[src/design/cau_pkg.sv]
// types, constants and shared helpers of the complex arithmetic unit
`default_nettype none

package cau_pkg;

    typedef enum logic [2:0] {
        CMD_ADD  = 3'd0,
        CMD_MUL  = 3'd1,
        CMD_DIV  = 3'd2,
        CMD_MOD  = 3'd3,
        CMD_ARG  = 3'd4,
        CMD_CONJ = 3'd5
    } cau_cmd_t;

    localparam int QUOT_BITS    = 17;
    localparam int DIV_NUM_W    = 41;
    localparam int DIV_DEN_W    = 33;
    localparam int DIV_REM_W    = DIV_DEN_W + QUOT_BITS;
    localparam int SQRT_STEPS   = 16;
    localparam int CORDIC_STEPS = 16;
    localparam int UNIT_STAGES  = 18;

    localparam logic signed [15:0] HALF_PI_Q8 = 16'sd402;

    // atan(2^-i) in Q16
    localparam logic signed [17:0] CAU_ATAN [CORDIC_STEPS] = '{
        18'sd51472, 18'sd30386, 18'sd16055, 18'sd8150, 18'sd4091, 18'sd2047,
        18'sd1024, 18'sd512, 18'sd256, 18'sd128, 18'sd64, 18'sd32,
        18'sd16, 18'sd8, 18'sd4, 18'sd2
    };

    typedef struct packed {
        logic [2:0]        command;
        logic signed [15:0] a_real;
        logic signed [15:0] a_imag;
        logic signed [15:0] b_real;
        logic signed [15:0] b_imag;
    } cau_in_t;

    typedef struct packed {
        logic signed [15:0] result_real;
        logic signed [15:0] result_imag;
        logic               saturated;
        logic               divide_by_zero;
    } cau_out_t;

    typedef struct packed {
        logic signed [15:0] val;
        logic               sat;
    } cau_lane_t;

    typedef struct packed {
        logic      valid;
        logic [2:0] cmd;
        cau_lane_t pre_real;
        cau_lane_t pre_imag;
        logic      dz;
        logic      neg_re;
        logic      neg_im;
    } cau_side_t;

    typedef struct packed {
        logic [DIV_NUM_W-1:0] n_re;
        logic [DIV_NUM_W-1:0] n_im;
        logic [DIV_DEN_W-1:0] d;
    } cau_div_in_t;

    typedef struct packed {
        logic [QUOT_BITS-1:0] q_re;
        logic                 ovf_re;
        logic [QUOT_BITS-1:0] q_im;
        logic                 ovf_im;
    } cau_div_out_t;

    // apply sign to a rounded magnitude and clamp to 16 bits
    function automatic cau_lane_t sat_lane(input logic [24:0] q, input logic neg);
        cau_lane_t r;
        r.sat = 1'b0;
        if (neg) begin
            if (q > 25'd32768) begin
                r.val = -16'sd32768;
                r.sat = 1'b1;
            end else begin
                r.val = 16'(16'd0 - q[15:0]);
            end
        end else begin
            if (q > 25'd32767) begin
                r.val = 16'sd32767;
                r.sat = 1'b1;
            end else begin
                r.val = q[15:0];
            end
        end
        return r;
    endfunction

endpackage

`default_nettype wire

[src/design/cau_cordic.sv]
// pipelined cordic vectoring for the argument, one rotation per stage
`default_nettype none

module cau_cordic (
    input  wire                aclk,
    input  wire                en,
    input  wire signed [15:0]  ar_in,
    input  wire signed [15:0]  ai_in,
    output logic signed [15:0] arg_out
);

    typedef struct packed {
        logic signed [31:0] x;
        logic signed [31:0] y;
        logic signed [17:0] z;
        logic               ai_zero;
        logic               ar_zero;
        logic               ai_pos;
        logic               neg;
    } cau_rot_t;

    cau_rot_t st_reg [cau_pkg::CORDIC_STEPS + 1];
    logic signed [15:0] out_reg;

    logic [16:0] ar_abs, ai_abs;

    assign ar_abs = ar_in[15] ? 17'(17'd0 - {ar_in[15], ar_in}) : {ar_in[15], ar_in};
    assign ai_abs = ai_in[15] ? 17'(17'd0 - {ai_in[15], ai_in}) : {ai_in[15], ai_in};

    always_ff @(posedge aclk) begin
        if (en) begin
            st_reg[0].x       <= {1'b0, ar_abs, 14'd0};
            st_reg[0].y       <= {1'b0, ai_abs, 14'd0};
            st_reg[0].z       <= '0;
            st_reg[0].ai_zero <= (ai_in == 16'sd0);
            st_reg[0].ar_zero <= (ar_in == 16'sd0);
            st_reg[0].ai_pos  <= !ai_in[15];
            st_reg[0].neg     <= ar_in[15] ^ ai_in[15];
        end
    end

    for (genvar i = 0; i < cau_pkg::CORDIC_STEPS; i++) begin : g_rot
        cau_rot_t cur;
        cau_rot_t rot_next;
        assign cur = st_reg[i];

        always_comb begin
            rot_next = cur;
            if (!cur.y[31]) begin
                rot_next.x = cur.x + (cur.y >>> i);
                rot_next.y = cur.y - (cur.x >>> i);
                rot_next.z = cur.z + cau_pkg::CAU_ATAN[i];
            end else begin
                rot_next.x = cur.x - (cur.y >>> i);
                rot_next.y = cur.y + (cur.x >>> i);
                rot_next.z = cur.z - cau_pkg::CAU_ATAN[i];
            end
        end

        always_ff @(posedge aclk) begin
            if (en) begin
                st_reg[i+1] <= rot_next;
            end
        end
    end

    cau_rot_t           fin;
    logic [17:0]        z_pos;
    logic [17:0]        z_rnd;
    logic signed [15:0] out_next;

    assign fin   = st_reg[cau_pkg::CORDIC_STEPS];
    assign z_pos = fin.z[17] ? 18'd0 : fin.z;
    assign z_rnd = z_pos + 18'd128;

    always_comb begin
        out_next = fin.neg ? 16'(16'd0 - {6'd0, z_rnd[17:8]}) : {6'd0, z_rnd[17:8]};
        if (fin.ai_zero) begin
            out_next = 16'sd0;
        end else if (fin.ar_zero) begin
            out_next = fin.ai_pos ? cau_pkg::HALF_PI_Q8 : -cau_pkg::HALF_PI_Q8;
        end
    end

    always_ff @(posedge aclk) begin
        if (en) begin
            out_reg <= out_next;
        end
    end

    assign arg_out = out_reg;

endmodule

`default_nettype wire

[config.mk]
export PLATFORM = sky130hd
export DESIGN_NAME = cau_cordic
export DESIGN_NICKNAME = d
export VERILOG_FILES = /design/src/design/cau_pkg.sv /design/src/design/cau_cordic.sv
export SDC_FILE = /design/constraint.sdc
export NUM_CORES = 2
export LEC_CHECK = 0
export BUFFER_PORTS_ARGS = -buffer_cell sky130_fd_sc_hd__buf_2
export CAP_MARGIN = 0
export CELL_PAD_IN_SITES_DETAIL_PLACEMENT = 1
export CELL_PAD_IN_SITES_GLOBAL_PLACEMENT = 2
export CORE_ASPECT_RATIO = 0.9
export CORE_MARGIN = 2
export CORE_UTILIZATION = 35
export DETAILED_ROUTE_END_ITERATION = 6
export GPL_ROUTABILITY_DRIVEN = 0
export GPL_TIMING_DRIVEN = 0
export PLACE_DENSITY_LB_ADDON = 0.1
export REMOVE_ABC_BUFFERS = 1
export SLEW_MARGIN = 10
export SYNTH_ARGS = -nofsm -noshare
export SYNTH_HDL_FRONTEND = slang
export SYNTH_SLANG_ARGS = --single-unit
[constraint.sdc]
create_clock -name aclk -period 4.1 [get_ports aclk]
set_clock_uncertainty 0.2 [all_clocks]
set_input_delay 0 -clock aclk [delete_from_list [all_inputs] [get_ports aclk]]
set_output_delay 0 -clock aclk [all_outputs]
set_load 0.05 [all_outputs]
======== After elaboration in Yosys (flattened, before gate mapping) ========
Memories as Yosys holds them, arrays and structs flattened.
Index checks and enable logic that the tools add are counted.
storage, ports and cells
  bits in registers ....................... 16
  latch bits .............................. 0
  memory bits (writable) .................. 1462
  ROM bits ................................ 0
  input port bits ......................... 34
  output and inout port bits .............. 16
  memories ................................ 1
memories
  memory  words  bits a word  read ports  clocked after Yosys merged registers in  write ports  RTL line          source
  st_reg  17     86           17          0                                        17           cau_cordic.sv:22  cau_rot_t st_reg [cau_pkg::CORDIC_STEPS + 1];
cells by class
  $add $sub $neg .......................... 99
  multipliers ............................. 0
  div/mod/pow operators ................... 0
  $lt $le $gt $ge ......................... 0
  equal/unequal tests ..................... 0
  shift operators ......................... 0
  multiplexer cells ....................... 24
  bitwise logic cells ..................... 1
  reduce and logical (&&, ||, !) cells .... 3
operator list
  cell                          number
  two-way mux 82 bit            16
  adder 32 x 17 -> 32 bit       2
  adder 32 x 18 -> 32 bit       2
  adder 32 x 19 -> 32 bit       2
  adder 32 x 20 -> 32 bit       2
  adder 32 x 21 -> 32 bit       2
  adder 32 x 22 -> 32 bit       2
  adder 32 x 23 -> 32 bit       2
  adder 32 x 24 -> 32 bit       2
  adder 32 x 25 -> 32 bit       2
  adder 32 x 26 -> 32 bit       2
  adder 32 x 27 -> 32 bit       2
  adder 32 x 28 -> 32 bit       2
  adder 32 x 29 -> 32 bit       2
  adder 32 x 30 -> 32 bit       2
  adder 32 x 31 -> 32 bit       2
  subtractor 32 x 17 -> 32 bit  2
  subtractor 32 x 18 -> 32 bit  2
  subtractor 32 x 19 -> 32 bit  2
  subtractor 32 x 20 -> 32 bit  2
  subtractor 32 x 21 -> 32 bit  2
  subtractor 32 x 22 -> 32 bit  2
  subtractor 32 x 23 -> 32 bit  2
  subtractor 32 x 24 -> 32 bit  2
  47 further kinds              65

======== Depth between registers and ports, before layout ========
An unclocked memory read counts as a cell.
  word-level depth ........................ 6
  gate-level depth with buffers ........... 21
  mapped depth without buffers ............ 20

======== Worst setup path before layout ========
OpenSTA, ideal clock, no wires.
  path type ............................... reg-to-reg
  start ................................... memory st_reg[0][544] in the netlist's numbering
  end ..................................... memory st_reg[0][685] in the netlist's numbering (data pin)
  data arrival time ....................... 4.001 ns
  path slack .............................. -0.381 ns
  stages on the path, launching flop included .. 20
  buffers on the path ..................... 0
  cells stage by stage .................... edfxtp_1 > inv_1 > ha_1 > nand2b_1 > or4_1 > or2_2 > nor2_1 > nor2_1 > xnor2_1 > ha_1 > and2_1 > a22oi_1 > nand2b_1 > a21o_1 > o21ai_0 > a21oi_1 > or4_1 > a31o_2 > a21oi_2 > o211ai_1
RTL lines
  item                RTL line
  start: declaration  cau_cordic.sv:22

==> impl_metrics.py <==
metrics = {
    "timing": {
        "relSlewSlack_pct": 33.5,
        "min_period_over_period_pct": 117,
        "min_period_ps": 4810,
        "fmax_mhz": 208,
        "rsz0062_at_grt": "true",
        "tightest_slew_ps": 997,
        "hold_viol_final": 0,
        "worst_slack_ps": -709,
        "final_max_slew_viol_count": 0,
        "setup_tns_ps": -23950,
        "setup_violations": 133,
    },
    "route": {
        "post_drt_wl_per_cell_um": 20.9,
        "routed_wl_um": 296000,
        "via_count": 75900,
        "drcViolationCount": 0,
        "drt-initial-drc-count": 3861,
        "ant_nets": 0,
        "vias_per_cell": 5.36,
        "drt_pass1_iterations": 5,
    },
    "synthesis": {
        "syn_area_um2": 90900,
        "synth_edf_count": 1125,
        "syn_area_per_cell_um2": 9.63,
        "seq_area_frac_synth_pct": 37.2,
        "synth.distinct_cells": 104,
        "synthArstFlopShare_pct": 0,
        "ys_ff_latch": 1125,
        "synth_warnings": 0,
        "postSynthCellCount": 9445,
        "synthFlopType": "edfxtp_1",
    },
    "final_layout": {
        "final_cell_mix": "1125 x edfxtp_1, 874 x buf_4, 870 x ha_1",
        "stdcell_count": 14200,
        "nNetsFinal": 11700,
        "mostFrequentLayoutCell": "edfxtp_1",
        "num-fill-cells": 28200,
        "drive_gt1_share_pct": 26.2,
        "largest_reg_flops": 1114,
        "multiInputGateArea_um2": 64400,
        "areaGrowthSynthToFinish_pct": 31.3,
        "register_area_um2": 33800,
    },
    "clock_tree": {
        "clockBufferDepth": 4,
        "cts_tree": "yes",
        "cts_root_buffer": "clkbuf_16",
        "h-tree-depth": 4,
        "cts.sinks": 1125,
        "path_clk_slew_ps": 60,
        "cts_buffers": 152,
        "insertion_delay_ps": 840,
    },
    "min_path": {
        "min_path_type": "in2reg",
    },
    "floorplanning": {
        "die_height_um": 488,
        "fp-row-count": 177,
        "core_area_um2": 258000,
        "die_w_um": 541,
        "die_area_um2": 264000,
        "start_util_pct": 35.2,
        "io-pin-count": 50,
    },
    "placement": {
        "dp.cells": 12800,
        "dp_slack_ps": -2370,
        "hpwl_um": 216000,
        "port_buffers": 49,
    },
    "critical_path": {
        "crit_buf_inv": 13,
        "crit_arrival_ps": 5160,
        "cp-end-kind": "flip-flop",
        "cpMostUsedCell": "buf_4",
        "required_ps": 4460,
        "cp-start-kind": "flip-flop",
        "max_stage_delay_ps": 440,
        "critical_path.max_fanout": 3,
        "cp_top_family": "buffers and inverters",
        "crit_type": "reg2reg",
        "critPathSlowestCell": "or4_4",
    },
    "job": {
        "maxCapViolations": 0,
    },
    "grt": {
        "grt_pass1_wl_um": 453000,
        "grt_pass1_vias": 77800,
        "grt.overflow.total": 0,
        "antenna_found_initial": 8,
        "grt_max_degree": 151,
        "grt.total_usage_pct": 21.5,
    },
    "outcome": {
        "violations": "setup timing",
        "outcome": "complete, but fails checks",
    },
}
[tightest hold or removal path: stages]
cell and delay, ps:
dlygate4sd3_1 540, buf_2 150, inv_1 90, o21ai_0 160
[cell usage after synthesis, drive strengths merged (33+ instances only)]
cell type | instances | share of area [%]
and3 | 78 | 0.54
nor2b | 158 | 1.1
or2 | 42 | 0.29
o21bai | 116 | 0.96
inv | 493 | 2.0
a21boi | 41 | 0.34
ha | 1028 | 14
xor2 | 462 | 4.5
and2 | 58 | 0.40
nand2 | 534 | 2.2
mux2 | 33 | 0.41
nor2 | 964 | 4.0
nand3 | 146 | 0.80
a21o | 335 | 2.8
fa | 33 | 0.73
o21ai | 399 | 2.2
or4 | 38 | 0.31
a21oi | 945 | 5.2
xnor2 | 895 | 8.6
o41ai | 39 | 0.43
nand2b | 116 | 0.80
a211oi | 64 | 0.54
a31oi | 112 | 0.78
nand4 | 60 | 0.41
edfxtp | 1125 | 37
nor3 | 287 | 1.6
o21a | 105 | 0.87
nor4 | 80 | 0.57
o211ai | 49 | 0.40
o31ai | 48 | 0.40
or3 | 69 | 0.47
clkbuf | 117 | 0.48
[what timing repair did]
item,4_1_cts,5_1_grt
setup buffers,629,406
endpoints found under the hold margin,324,0
gates resized for setup,1236,920
setup endpoints to repair,438,285
cloned,4,0
hold buffers,91,0
pin swaps,578,859
[worst paths after layout]
check	slack, ps	cells past startpoint	endpoint	start
worst min-delay path	120	4	st_reg[0][69]$_DFFE_PP_	ar_in[1]
worst min register to register	210	0	st_reg[0][955]$_DFFE_PP_	st_reg[0][869]$_DFFE_PP_
worst max register to register	-710	26	st_reg[0][666]$_DFFE_PP_	st_reg[0][544]$_DFFE_PP_
worst max-delay path	-710	26	st_reg[0][666]$_DFFE_PP_	st_reg[0][544]$_DFFE_PP_
[layout make-up]
type                    instances  share of cell area [%]
clock buffers                 174                    3.31
inverters                     493                    1.60
flip-flops and latches       1125                    28.3
clock inverters                91                   0.659
multi-input cells            7680                    53.9
diodes                          1                 0.00210
repair buffers               1190                    8.63
well taps                    3401                    3.57
[routing by layer]
| layer | routed length (um) | GRT usage, % |
|---|---|---|
| met5 | 0 | 0 |
| met4 | 5390 | 3.91 |
| met3 | 9040 | 2.11 |
| met2 | 140000 | 36.0 |
| met1 | 142000 | 30.1 |
[metrics by stage]
stage / instance area, um2 / utilization [%] / hold slack, ps
after detailed placement: 95600 / 37.0 / 95.6
after CTS: 112000 / 43.4 / 22.8
after global placement: 94800 / 36.7 / 79.5
after floorplan: 90300 / - / -101
after global routing: 119000 / 46.2 / 100
final: 119000 / 46.2 / 117
[kinds of logic after synthesis]
family                   Yosys count  share of synthesized area [%]
AO/OA/AOI/OAI                   2495                           17.3
XOR/XNOR                        1357                           13.1
adder cells (fa/ha/maj)         1061                           14.9
buffers and inverters            641                           2.68
flip-flops                      1125                           37.2
multiplexers                      50                          0.596
other                              1                        0.00412
AND/OR/NAND/NOR                 2715                           14.3
Power is left out: the tool's default activity adds up to more than one toggle a clock period on the data nets, which glitch-free logic cannot reach.
