### src/design/cau_pkg.sv
// types, constants and shared helpers of the complex arithmetic unit
`default_nettype none

package cau_pkg;

    typedef enum logic [2:0] {
        CMD_ADD  = 3'd0,
        CMD_MUL  = 3'd1,
        CMD_DIV  = 3'd2,
        CMD_MOD  = 3'd3,
        CMD_ARG  = 3'd4,
        CMD_CONJ = 3'd5
    } cau_cmd_t;

    localparam int QUOT_BITS    = 17;
    localparam int DIV_NUM_W    = 41;
    localparam int DIV_DEN_W    = 33;
    localparam int DIV_REM_W    = DIV_DEN_W + QUOT_BITS;
    localparam int SQRT_STEPS   = 16;
    localparam int CORDIC_STEPS = 16;
    localparam int UNIT_STAGES  = 18;

    localparam logic signed [15:0] HALF_PI_Q8 = 16'sd402;

    // atan(2^-i) in Q16
    localparam logic signed [17:0] CAU_ATAN [CORDIC_STEPS] = '{
        18'sd51472, 18'sd30386, 18'sd16055, 18'sd8150, 18'sd4091, 18'sd2047,
        18'sd1024, 18'sd512, 18'sd256, 18'sd128, 18'sd64, 18'sd32,
        18'sd16, 18'sd8, 18'sd4, 18'sd2
    };

    typedef struct packed {
        logic [2:0]        command;
        logic signed [15:0] a_real;
        logic signed [15:0] a_imag;
        logic signed [15:0] b_real;
        logic signed [15:0] b_imag;
    } cau_in_t;

    typedef struct packed {
        logic signed [15:0] result_real;
        logic signed [15:0] result_imag;
        logic               saturated;
        logic               divide_by_zero;
    } cau_out_t;

    typedef struct packed {
        logic signed [15:0] val;
        logic               sat;
    } cau_lane_t;

    typedef struct packed {
        logic      valid;
        logic [2:0] cmd;
        cau_lane_t pre_real;
        cau_lane_t pre_imag;
        logic      dz;
        logic      neg_re;
        logic      neg_im;
    } cau_side_t;

    typedef struct packed {
        logic [DIV_NUM_W-1:0] n_re;
        logic [DIV_NUM_W-1:0] n_im;
        logic [DIV_DEN_W-1:0] d;
    } cau_div_in_t;

    typedef struct packed {
        logic [QUOT_BITS-1:0] q_re;
        logic                 ovf_re;
        logic [QUOT_BITS-1:0] q_im;
        logic                 ovf_im;
    } cau_div_out_t;

    // apply sign to a rounded magnitude and clamp to 16 bits
    function automatic cau_lane_t sat_lane(input logic [24:0] q, input logic neg);
        cau_lane_t r;
        r.sat = 1'b0;
        if (neg) begin
            if (q > 25'd32768) begin
                r.val = -16'sd32768;
                r.sat = 1'b1;
            end else begin
                r.val = 16'(16'd0 - q[15:0]);
            end
        end else begin
            if (q > 25'd32767) begin
                r.val = 16'sd32767;
                r.sat = 1'b1;
            end else begin
                r.val = q[15:0];
            end
        end
        return r;
    endfunction

endpackage

`default_nettype wire

### src/design/cau_sqrt.sv
// pipelined digit-by-digit square root with round to nearest and clamp
`default_nettype none

module cau_sqrt (
    input  wire                aclk,
    input  wire                en,
    input  wire [31:0]         sum_in,
    output cau_pkg::cau_lane_t root_out
);

    logic [31:0] s_reg [cau_pkg::SQRT_STEPS];
    logic [31:0] r_reg [cau_pkg::SQRT_STEPS];
    logic [15:0] rnd_reg;
    cau_pkg::cau_lane_t out_reg;

    for (genvar k = 0; k < cau_pkg::SQRT_STEPS; k++) begin : g_step
        localparam logic [31:0] BIT = 32'd1 << (30 - 2 * k);
        logic [31:0] s_in, r_in;
        logic [32:0] trial;
        logic        take;

        if (k == 0) begin : g_first
            assign s_in = sum_in;
            assign r_in = '0;
        end else begin : g_rest
            assign s_in = s_reg[k-1];
            assign r_in = r_reg[k-1];
        end

        assign trial = {1'b0, r_in} + {1'b0, BIT};
        assign take  = {1'b0, s_in} >= trial;

        always_ff @(posedge aclk) begin
            if (en) begin
                s_reg[k] <= take ? s_in - trial[31:0] : s_in;
                r_reg[k] <= take ? (r_in >> 1) + BIT : (r_in >> 1);
            end
        end
    end

    // remainder above the root means the upper neighbour is nearer
    always_ff @(posedge aclk) begin
        if (en) begin
            rnd_reg <= (s_reg[cau_pkg::SQRT_STEPS-1] > r_reg[cau_pkg::SQRT_STEPS-1])
                       ? r_reg[cau_pkg::SQRT_STEPS-1][15:0] + 16'd1
                       : r_reg[cau_pkg::SQRT_STEPS-1][15:0];
            out_reg.sat <= rnd_reg[15];
            out_reg.val <= rnd_reg[15] ? 16'sd32767 : rnd_reg;
        end
    end

    assign root_out = out_reg;

endmodule

`default_nettype wire

### config.mk
export PLATFORM = sky130hd
export DESIGN_NAME = cau_sqrt
export DESIGN_NICKNAME = d
export VERILOG_FILES = /design/src/design/cau_pkg.sv /design/src/design/cau_sqrt.sv
export SDC_FILE = /design/constraint.sdc
export NUM_CORES = 1
export LEC_CHECK = 0
export BUFFER_PORTS_ARGS = -buffer_cell sky130_fd_sc_hd__clkbuf_2
export CORE_MARGIN = 4
export CORE_UTILIZATION = 60
export CTS_CLUSTER_SIZE = 25
export DETAILED_ROUTE_END_ITERATION = 8
export PLACE_DENSITY = 0.77
export SYNTH_ARGS = -nofsm -noshare
export SYNTH_HDL_FRONTEND = slang
export SYNTH_SLANG_ARGS = --single-unit
export TNS_END_PERCENT = 30
### constraint.sdc
create_clock -name aclk -period 7.5 [get_ports aclk]
set_clock_uncertainty 0.05 [all_clocks]
set_input_delay 0.75 -clock aclk [delete_from_list [all_inputs] [get_ports aclk]]
set_output_delay 0.75 -clock aclk [all_outputs]
set_load 0.03 [all_outputs]
Word level (Yosys, flattened, before mapping)
Memories as Yosys holds them, arrays and structs flattened. Index checks and enable logic that the tools add are counted.

Flip-flop bits (word level): 33. Bits in writable memories: 1024. Input bits: 34. Output and inout port bits: 17. Logic and storage cells: 105. Memories kept: 2.

Add/subtract/negate cells: 47. $lt $le $gt $ge: 17. Muxes and demuxes: 35.

Memories: r_reg (words 16, width 32, rd ports 16, clocked after Yosys merged registers in 0, write ports 16, line cau_sqrt.sv:12) `logic [31:0] r_reg [cau_pkg::SQRT_STEPS];`; s_reg (words 16, width 32, rd ports 16, clocked after Yosys merged registers in 0, write ports 16, line cau_sqrt.sv:11) `logic [31:0] s_reg [cau_pkg::SQRT_STEPS];`.

Operators with widths (number): $mux W32 (31); $ge A32 B33 Y1 (15); $sub A32 B32 Y32 (15); $add A32 B1 Y33 const B (1); $add A32 B11 Y33 const B (1); $add A32 B13 Y33 const B (1); $add A32 B15 Y33 const B (1); $add A32 B17 Y33 const B (1); $add A32 B19 Y33 const B (1); $add A32 B21 Y33 const B (1); $add A32 B23 Y33 const B (1); $add A32 B25 Y33 const B (1); $add A32 B27 Y33 const B (1); $add A32 B29 Y33 const B (1); $add A32 B3 Y33 const B (1); $add A32 B5 Y33 const B (1); $add A32 B7 Y33 const B (1); $add A32 B9 Y33 const B (1); $add A31 B1 Y32 const B (1); $add A31 B11 Y32 const B (1); $add A31 B13 Y32 const B (1); $add A31 B15 Y32 const B (1); $add A31 B17 Y32 const B (1); $add A31 B19 Y32 const B (1); 16 further kinds (17).

Logic depth before layout (Yosys ltp)
Gate-level depths: netlist of the first run. An unclocked memory read counts as a cell.

Depth after elaboration: 4. Mapped depth: 12. Depth with buffers taken out: 11.

Least setup slack after synthesis of the first run
No wires, ideal clock.

Kind: reg2reg. Start: mem s_reg[14][5], in the netlist s_reg[1][197]. End: mem s_reg[15][15], in the netlist s_reg[1][239], data pin. Setup time: 0.260 ns. Data arrival time: 2.600 ns. Required time: 7.190 ns. Setup slack: 4.591 ns. Stages on the path, launching flop included: 10. Buffers on the path: 0. Clock period less this slack: 2.909 ns. Path through: edfxtp_1 ha_1 a21o_1 a2111oi_0 a21oi_1 a31o_2 a221o_1 a21oi_1 xnor2_1 mux2_2.

RTL lines (line): start, declared (cau_sqrt.sv:11).

==> flow_metrics.py, run 1 <==
metrics = {
    "final_layout": {
        "insertedDiodeCount": 0,
        "syn2layout_area_growth_pct": 10.8,
        "drive_above_1_share": 0.0811,
        "largest_reg_flops": 512,
        "nNetsFinal": 2833,
    },
    "worst_setup_path": {
        "crit_type": "flop to flop",
        "cp_max_fo": 30,
        "r2r_cells": 9,
        "critical_path_required_ps": 7790,
        "end_kind": "flop",
        "critPathArrivalTime_ps": 4070,
        "cp-start-kind": "flop",
    },
    "route": {
        "vias": 20200,
        "wirelength_mm": 66.1,
        "ant_nets": 0,
        "drc_errors": 0,
        "drt_iter0_markers": 1724,
        "routedWlPerCell_um": 19.5,
        "via_per_inst": 5.96,
        "dr.pass1.iters": 5,
    },
    "power": {
        "total_power_mw": 10.4,
        "powerDensity_nw_per_um2": 288,
        "p_leak_nw": 13.7,
        "ir_worst_vdd_mv": 0.235,
    },
    "timing": {
        "setup_slack_ps": 3720,
        "timing.hold.ws_ps": 261,
        "worst_slew_pin_slew_ps": 1210,
        "period_needed_ps": 3780,
        "fmax_mhz": 265,
        "report.final.slew_viol_count": 0,
        "tns_ps": 0,
        "setup_violations": 0,
        "max_slew_margin": 0.195,
        "fin_crit_sh": 0.503,
        "rsz0062_at_grt": "no",
        "hold_violations": 0,
    },
    "die": {
        "ioPinCount": 51,
        "core-area_um2": 53800,
        "initial_core_util": 0.605,
        "die_x_um": 241,
        "die_area_um2": 58100,
        "num_rows": 85,
        "dieHeight_um": 241,
    },
    "outcome": {
        "outcome": "finished clean",
    },
    "cts": {
        "hold_buffers": 0,
        "clockRootBuffer": "clkbuf_16",
        "htreeDepth": 3,
        "cts_tree": "yes",
        "path_clk_slew_ps": 60,
        "numCtsBuffers": 72,
        "clkSinkCount": 680,
        "cts_buffer_depth": 3,
        "cts_resized": 0,
        "cts_setup_buffers": 0,
        "clock_insertion_delay_worst_skew_ps": 620,
    },
    "logic_synthesis": {
        "ys_types": 79,
        "syn-instance-count": 2544,
        "avgSynthCellArea_um2": 12.8,
        "synth_seq_cells": 680,
        "ys.flop_type": "edfxtp_1",
        "ys_seq_area_frac": 0.627,
        "synth_area_um2": 32600,
        "async_flop_share": 0,
        "synth_enable_flop_cells": 680,
        "synth_fp_nets": 2747,
        "yosysWarnings": 0,
    },
    "placement": {
        "dp_slack_ps": 3790,
        "dp_hpwl_mm": 47.1,
        "gp_congestion": 0.889,
        "portBuffers": 49,
    },
    "grt": {
        "grt_pass1_wl_mm": 106,
        "grt_max_degree": 200,
        "grt_pass1_vias": 20000,
        "antenna_found_initial": 1,
        "overflow": 0,
        "grt_use_total": 0.230,
    },
    "run": {
        "maxCapViolations": 0,
    },
    "worst_hold_path": {
        "hold_path.class": "primary input to flop",
        "hold_path_depth": 1,
    },
}
[routing by layer]
metal | vias up | part of all wire | global-route usage
met5 | - | 0.00020 | 0
met4 | 2 | 0.028 | 0.0673
met1 | 9852 | 0.42 | 0.296
li1 | 9686 | - | -
met2 | 491 | 0.51 | 0.408
met3 | 129 | 0.041 | 0.0363
[metrics by stage]
step,instance area (um^2),util,cells
2_1_floorplan,32600,-,2544
3_3_place_gp,33600,0.625,3252
3_5_place_dp,33600,0.625,3252
4_1_cts,36100,0.671,3385
5_1_grt,36100,0.671,3385
6_report,36100,0.671,3385
[area by class of cell]
| class | instances | area, um^2 |
|---|---|---|
| fillers | 3740 | 17700 |
| clock inverters | 48 | 613 |
| well taps | 696 | 871 |
| multi-input cells | 1610 | 11200 |
| flip-flops and latches | 680 | 20400 |
| inverters | 208 | 781 |
| repair buffers | 58 | 373 |
| clock buffers | 85 | 1850 |
[synth_stat cells, types with 29 or more instances]
cell      number  share of area
edfxtp_1     680           0.63
inv_1        206          0.024
ha_1         169          0.065
nor2_1       151          0.017
nand2_1      147          0.017
a21oi_1      125          0.019
xnor2_1      119          0.032
xor2_1       105          0.028
o21ai_0       94          0.014
nor3_1        77          0.012
nor4_1        72          0.014
a21o_1        42         0.0097
clkbuf_1      37         0.0043
nand2b_1      37         0.0071
nand3_1       37         0.0057
o21a_1        36         0.0083
nand4_1       31         0.0060
or3_1         29         0.0056
[kinds of logic after synthesis]
kind of cell             synth area share
AO/OA/AOI/OAI                      0.0906
flip-flops                          0.627
AND/OR/NAND/NOR                     0.116
buffers and inverters              0.0296
adder cells (fa/ha/maj)            0.0649
multiplexers                       0.0117
other                            0.000115
XOR/XNOR                           0.0602
[cells in the final DEF, fill, tap and decap left out, drive strengths merged, types with 7 or more instances in the layout]
master,synthesis,routed
nand3b,8,8
mux2i,10,10
and3,11,11
ha,169,169
nand2b,37,37
nor2,151,151
inv,207,210
or4,22,22
or2,27,27
nor3,78,78
xnor2,119,119
o21bai,10,10
nor2b,22,22
a21o,42,42
mux2,25,25
o211ai,7,7
a21oi,126,126
nand2,147,147
nand4b,7,7
o31ai,21,21
nand4,31,31
a211oi,15,15
edfxtp,680,680
o21ai,117,117
nor4b,13,13
a211o,8,8
or3,29,29
a2111oi,17,17
bufinv,0,9
nand3,37,37
clkbuf,37,133
nor4,74,74
and2,9,9
a21boi,8,8
o21a,36,36
xor2,105,105
clkinv,1,31
buf,9,10
a31oi,9,9
[report_power, final]
group / switching [mW] / total (mW) / internal, mW
logic: 0.981 / 1.67 / 0.693
registers: 0.336 / 5.11 / 4.77
clock network: 1.52 / 3.63 / 2.12
total: 2.83 / 10.4 / 7.58
[worst max-delay path, cell delays in order (launching register included)]
cell	delay, ps
edfxtp_1	390
ha_1	260
or3_1	380
o22ai_1	290
nor2_1	100
o41a_1	490
a211o_1	680
o211ai_1	500
nor2_1	150
xor2_1	180
[worst paths after layout]
kind | slack, ps | to | from
setup / recovery | 3720 | s_reg[1][216] | s_reg[1][164]
hold / removal | 260 | s_reg[0][15] | sum_in[15]
setup reg to reg | 3720 | s_reg[1][216] | s_reg[1][164]
hold reg to reg | 390 | s_reg[0][238] | s_reg[0][206]
(Power assumes the default switching activity.)
==> run 2: changes to the inputs <==
--- a/config.mk
+++ b/config.mk
@@ -7,10 +7,10 @@
 export LEC_CHECK = 0
 export BUFFER_PORTS_ARGS = -buffer_cell sky130_fd_sc_hd__clkbuf_2
 export CORE_MARGIN = 4
-export CORE_UTILIZATION = 60
+export CORE_UTILIZATION = 57
 export CTS_CLUSTER_SIZE = 25
 export DETAILED_ROUTE_END_ITERATION = 8
-export PLACE_DENSITY = 0.77
+export PLACE_DENSITY = 0.76
 export SYNTH_ARGS = -nofsm -noshare
 export SYNTH_HDL_FRONTEND = slang
 export SYNTH_SLANG_ARGS = --single-unit
==> constraint.sdc (replaced) <==
create_clock -name aclk -period 3.45 [get_ports aclk]
set_clock_uncertainty 0.05 [all_clocks]
set_input_delay 0.345 -clock aclk [delete_from_list [all_inputs] [get_ports aclk]]
set_output_delay 0.345 -clock aclk [all_outputs]
set_load 0.03 [all_outputs]
==> run 2 against run 1 <==
Against the previous run: sequential power rose by 120%; maximum frequency rose by 15%; register-to-register slack got worse by 3600 ps; die area rose by 5.1%; critical path type unchanged.
==> flow_metrics.py, run 2 (same netlist as run 1, synthesis figures left out) <==
metrics = {
    "outcome": {
        "outcome": "finished clean",
    },
    "die": {
        "num_rows": 87,
        "die_x_um": 247,
        "ioPinCount": 51,
        "initial_core_util": 0.577,
        "dieHeight_um": 247,
        "core-area_um2": 56500,
        "die_area_um2": 61000,
    },
    "placement": {
        "portBuffers": 49,
        "dp_slack_ps": 154,
        "gp_congestion": 0.904,
        "dp_hpwl_mm": 48.7,
    },
    "power": {
        "ir_worst_vdd_mv": 0.484,
        "p_leak_nw": 13.9,
        "pwr-share-comb": 0.167,
        "clkPwrFrac": 0.336,
        "power.switching_mw": 6.12,
        "p_sw_frac": 0.274,
        "intPower_mw": 16.2,
        "powerDensity_nw_per_um2": 612,
        "total_power_mw": 22.4,
        "seq_power_share": 0.497,
    },
    "grt": {
        "grt_pass1_vias": 20500,
        "overflow": 0,
        "antenna_found_initial": 0,
        "grt_use_total": 0.224,
        "grt_pass1_wl_mm": 109,
        "grt_max_degree": 148,
    },
    "timing": {
        "hold_violations": 0,
        "rsz0062_at_grt": "no",
        "max_slew_margin": 0.407,
        "fin_crit_sh": 0.953,
        "setup_violations": 0,
        "period_needed_ps": 3290,
        "report.final.slew_viol_count": 0,
        "tns_ps": 0,
        "setup_slack_ps": 161,
        "worst_slew_pin_slew_ps": 878,
        "fmax_mhz": 304,
    },
    "final_layout": {
        "drive_above_1_share": 0.0835,
        "largest_reg_flops": 512,
        "final_common_cell": "edfxtp_1",
        "nNetsFinal": 2888,
        "insertedDiodeCount": 0,
        "syn2layout_area_growth_pct": 12.2,
        "layout_common_cells": "680 x edfxtp_1, 206 x inv_1, 169 x ha_1",
    },
    "route": {
        "drt_iter0_markers": 1582,
        "drc_errors": 0,
        "vias": 20300,
        "via_per_inst": 5.81,
        "dr.pass1.iters": 6,
        "ant_nets": 0,
        "wirelength_mm": 67.3,
        "routedWlPerCell_um": 19.2,
    },
    "cts": {
        "path_clk_slew_ps": 60,
        "cts_tree": "yes",
        "htreeDepth": 3,
        "clock_insertion_delay_worst_skew_ps": 650,
        "clkSinkCount": 680,
        "cts_buffer_depth": 3,
        "numCtsBuffers": 72,
        "clockRootBuffer": "clkbuf_16",
    },
    "worst_hold_path": {
        "hp-start": "sum_in[30]",
        "hold-path-endpoint": "s_reg[0][30]",
        "hold_path_depth": 3,
        "hold_path.class": "primary input to flop",
    },
    "worst_setup_path": {
        "r2r-start": "s_reg[1][103]",
        "path_delay_family": "simple AND/OR/NAND/NOR gates",
        "cp-start-kind": "flop",
        "critical_path_required_ps": 3760,
        "slowest_stage": "nor4b_1",
        "end_kind": "flop",
        "r2r_end": "s_reg[1][150]",
        "critPathBufInv": 2,
        "r2r_setup_slack_ps": 160,
        "crit_type": "flop to flop",
        "worstPathCellList": "inv_1, ha_1, nor4b_1, and4_1, a2111oi_2, o211ai_1, buf_4, and2_1, nand3_1, xnor2_1",
        "r2r_cells": 10,
        "critPathArrivalTime_ps": 3590,
        "crit_path_max_incr_delay_ps": 720,
        "cp-startpoint": "s_reg[1][103]",
        "cp_max_fo": 26,
    },
    "run": {
        "maxCapViolations": 0,
    },
}
==> run 2: worst max-delay path by stage <==
stage	end	slack, ps	depth (start not counted)
floorplan	s_reg[1][239]	540	9
global placement	s_reg[1][158]	210	10
detailed placement	s_reg[1][150]	150	10
CTS	s_reg[1][150]	90	10
global route	s_reg[1][246]	4	11
finish	s_reg[1][150]	160	10
==> run 2: power groups by stage <==
stage | combinational (mW) | clock, mW | sequential (mW)
detailed placement | 3.63 | 0 | 11.3
global route | 4.14 | 8.04 | 11.2
floorplan | 2.66 | 0 | 11.0
global placement | 3.52 | 0 | 11.3
finish | 3.72 | 7.51 | 11.1
CTS | 3.69 | 7.64 | 11.1
==> run 2: stage by stage <==
stage	hold slack, ps	utilization	area, um^2	std cells
2_1_floorplan	367	-	32600	2544
3_3_place_gp	371	0.600	33900	3335
3_5_place_dp	379	0.600	33900	3335
4_1_cts	24.2	0.647	36500	3496
5_1_grt	73.1	0.647	36600	3497
6_report	59.1	0.647	36600	3497
==> run 2: area by class of cell <==
type	instances	area [um^2]
flip-flops and latches	680	20400
fillers	3995	19900
multi-input cells	1610	11200
clock buffers	91	1870
well taps	756	946
repair buffers	113	876
inverters	208	781
clock inverters	39	447
==> run 2: worst reg2reg max path, stage by stage (launching register included) <==
cell	delay (ps)
edfxtp_1	420
inv_1	110
ha_1	160
nor4b_1	720
and4_1	400
a2111oi_2	120
o211ai_1	210
buf_4	380
and2_1	220
nand3_1	100
xnor2_1	150
==> run 2: what timing repair did <==
item | in CTS | in global routing
hold endpoints to repair | 31 | 0
endpoints found under the setup margin | 0 | 3
buffers inserted | 0 | 1
hold buffers | 31 | 0
resized for setup | 0 | 2
==> run 2: per-layer routing <==
metal / vias to the layer above / track usage / part of all wire
li1: 9780 / - / -
met1: 9857 / 0.283 / 0.41
met2: 533 / 0.400 / 0.51
met3: 148 / 0.0336 / 0.044
met4: 0 / 0.0699 / 0.029
met5: - / 0 / 0
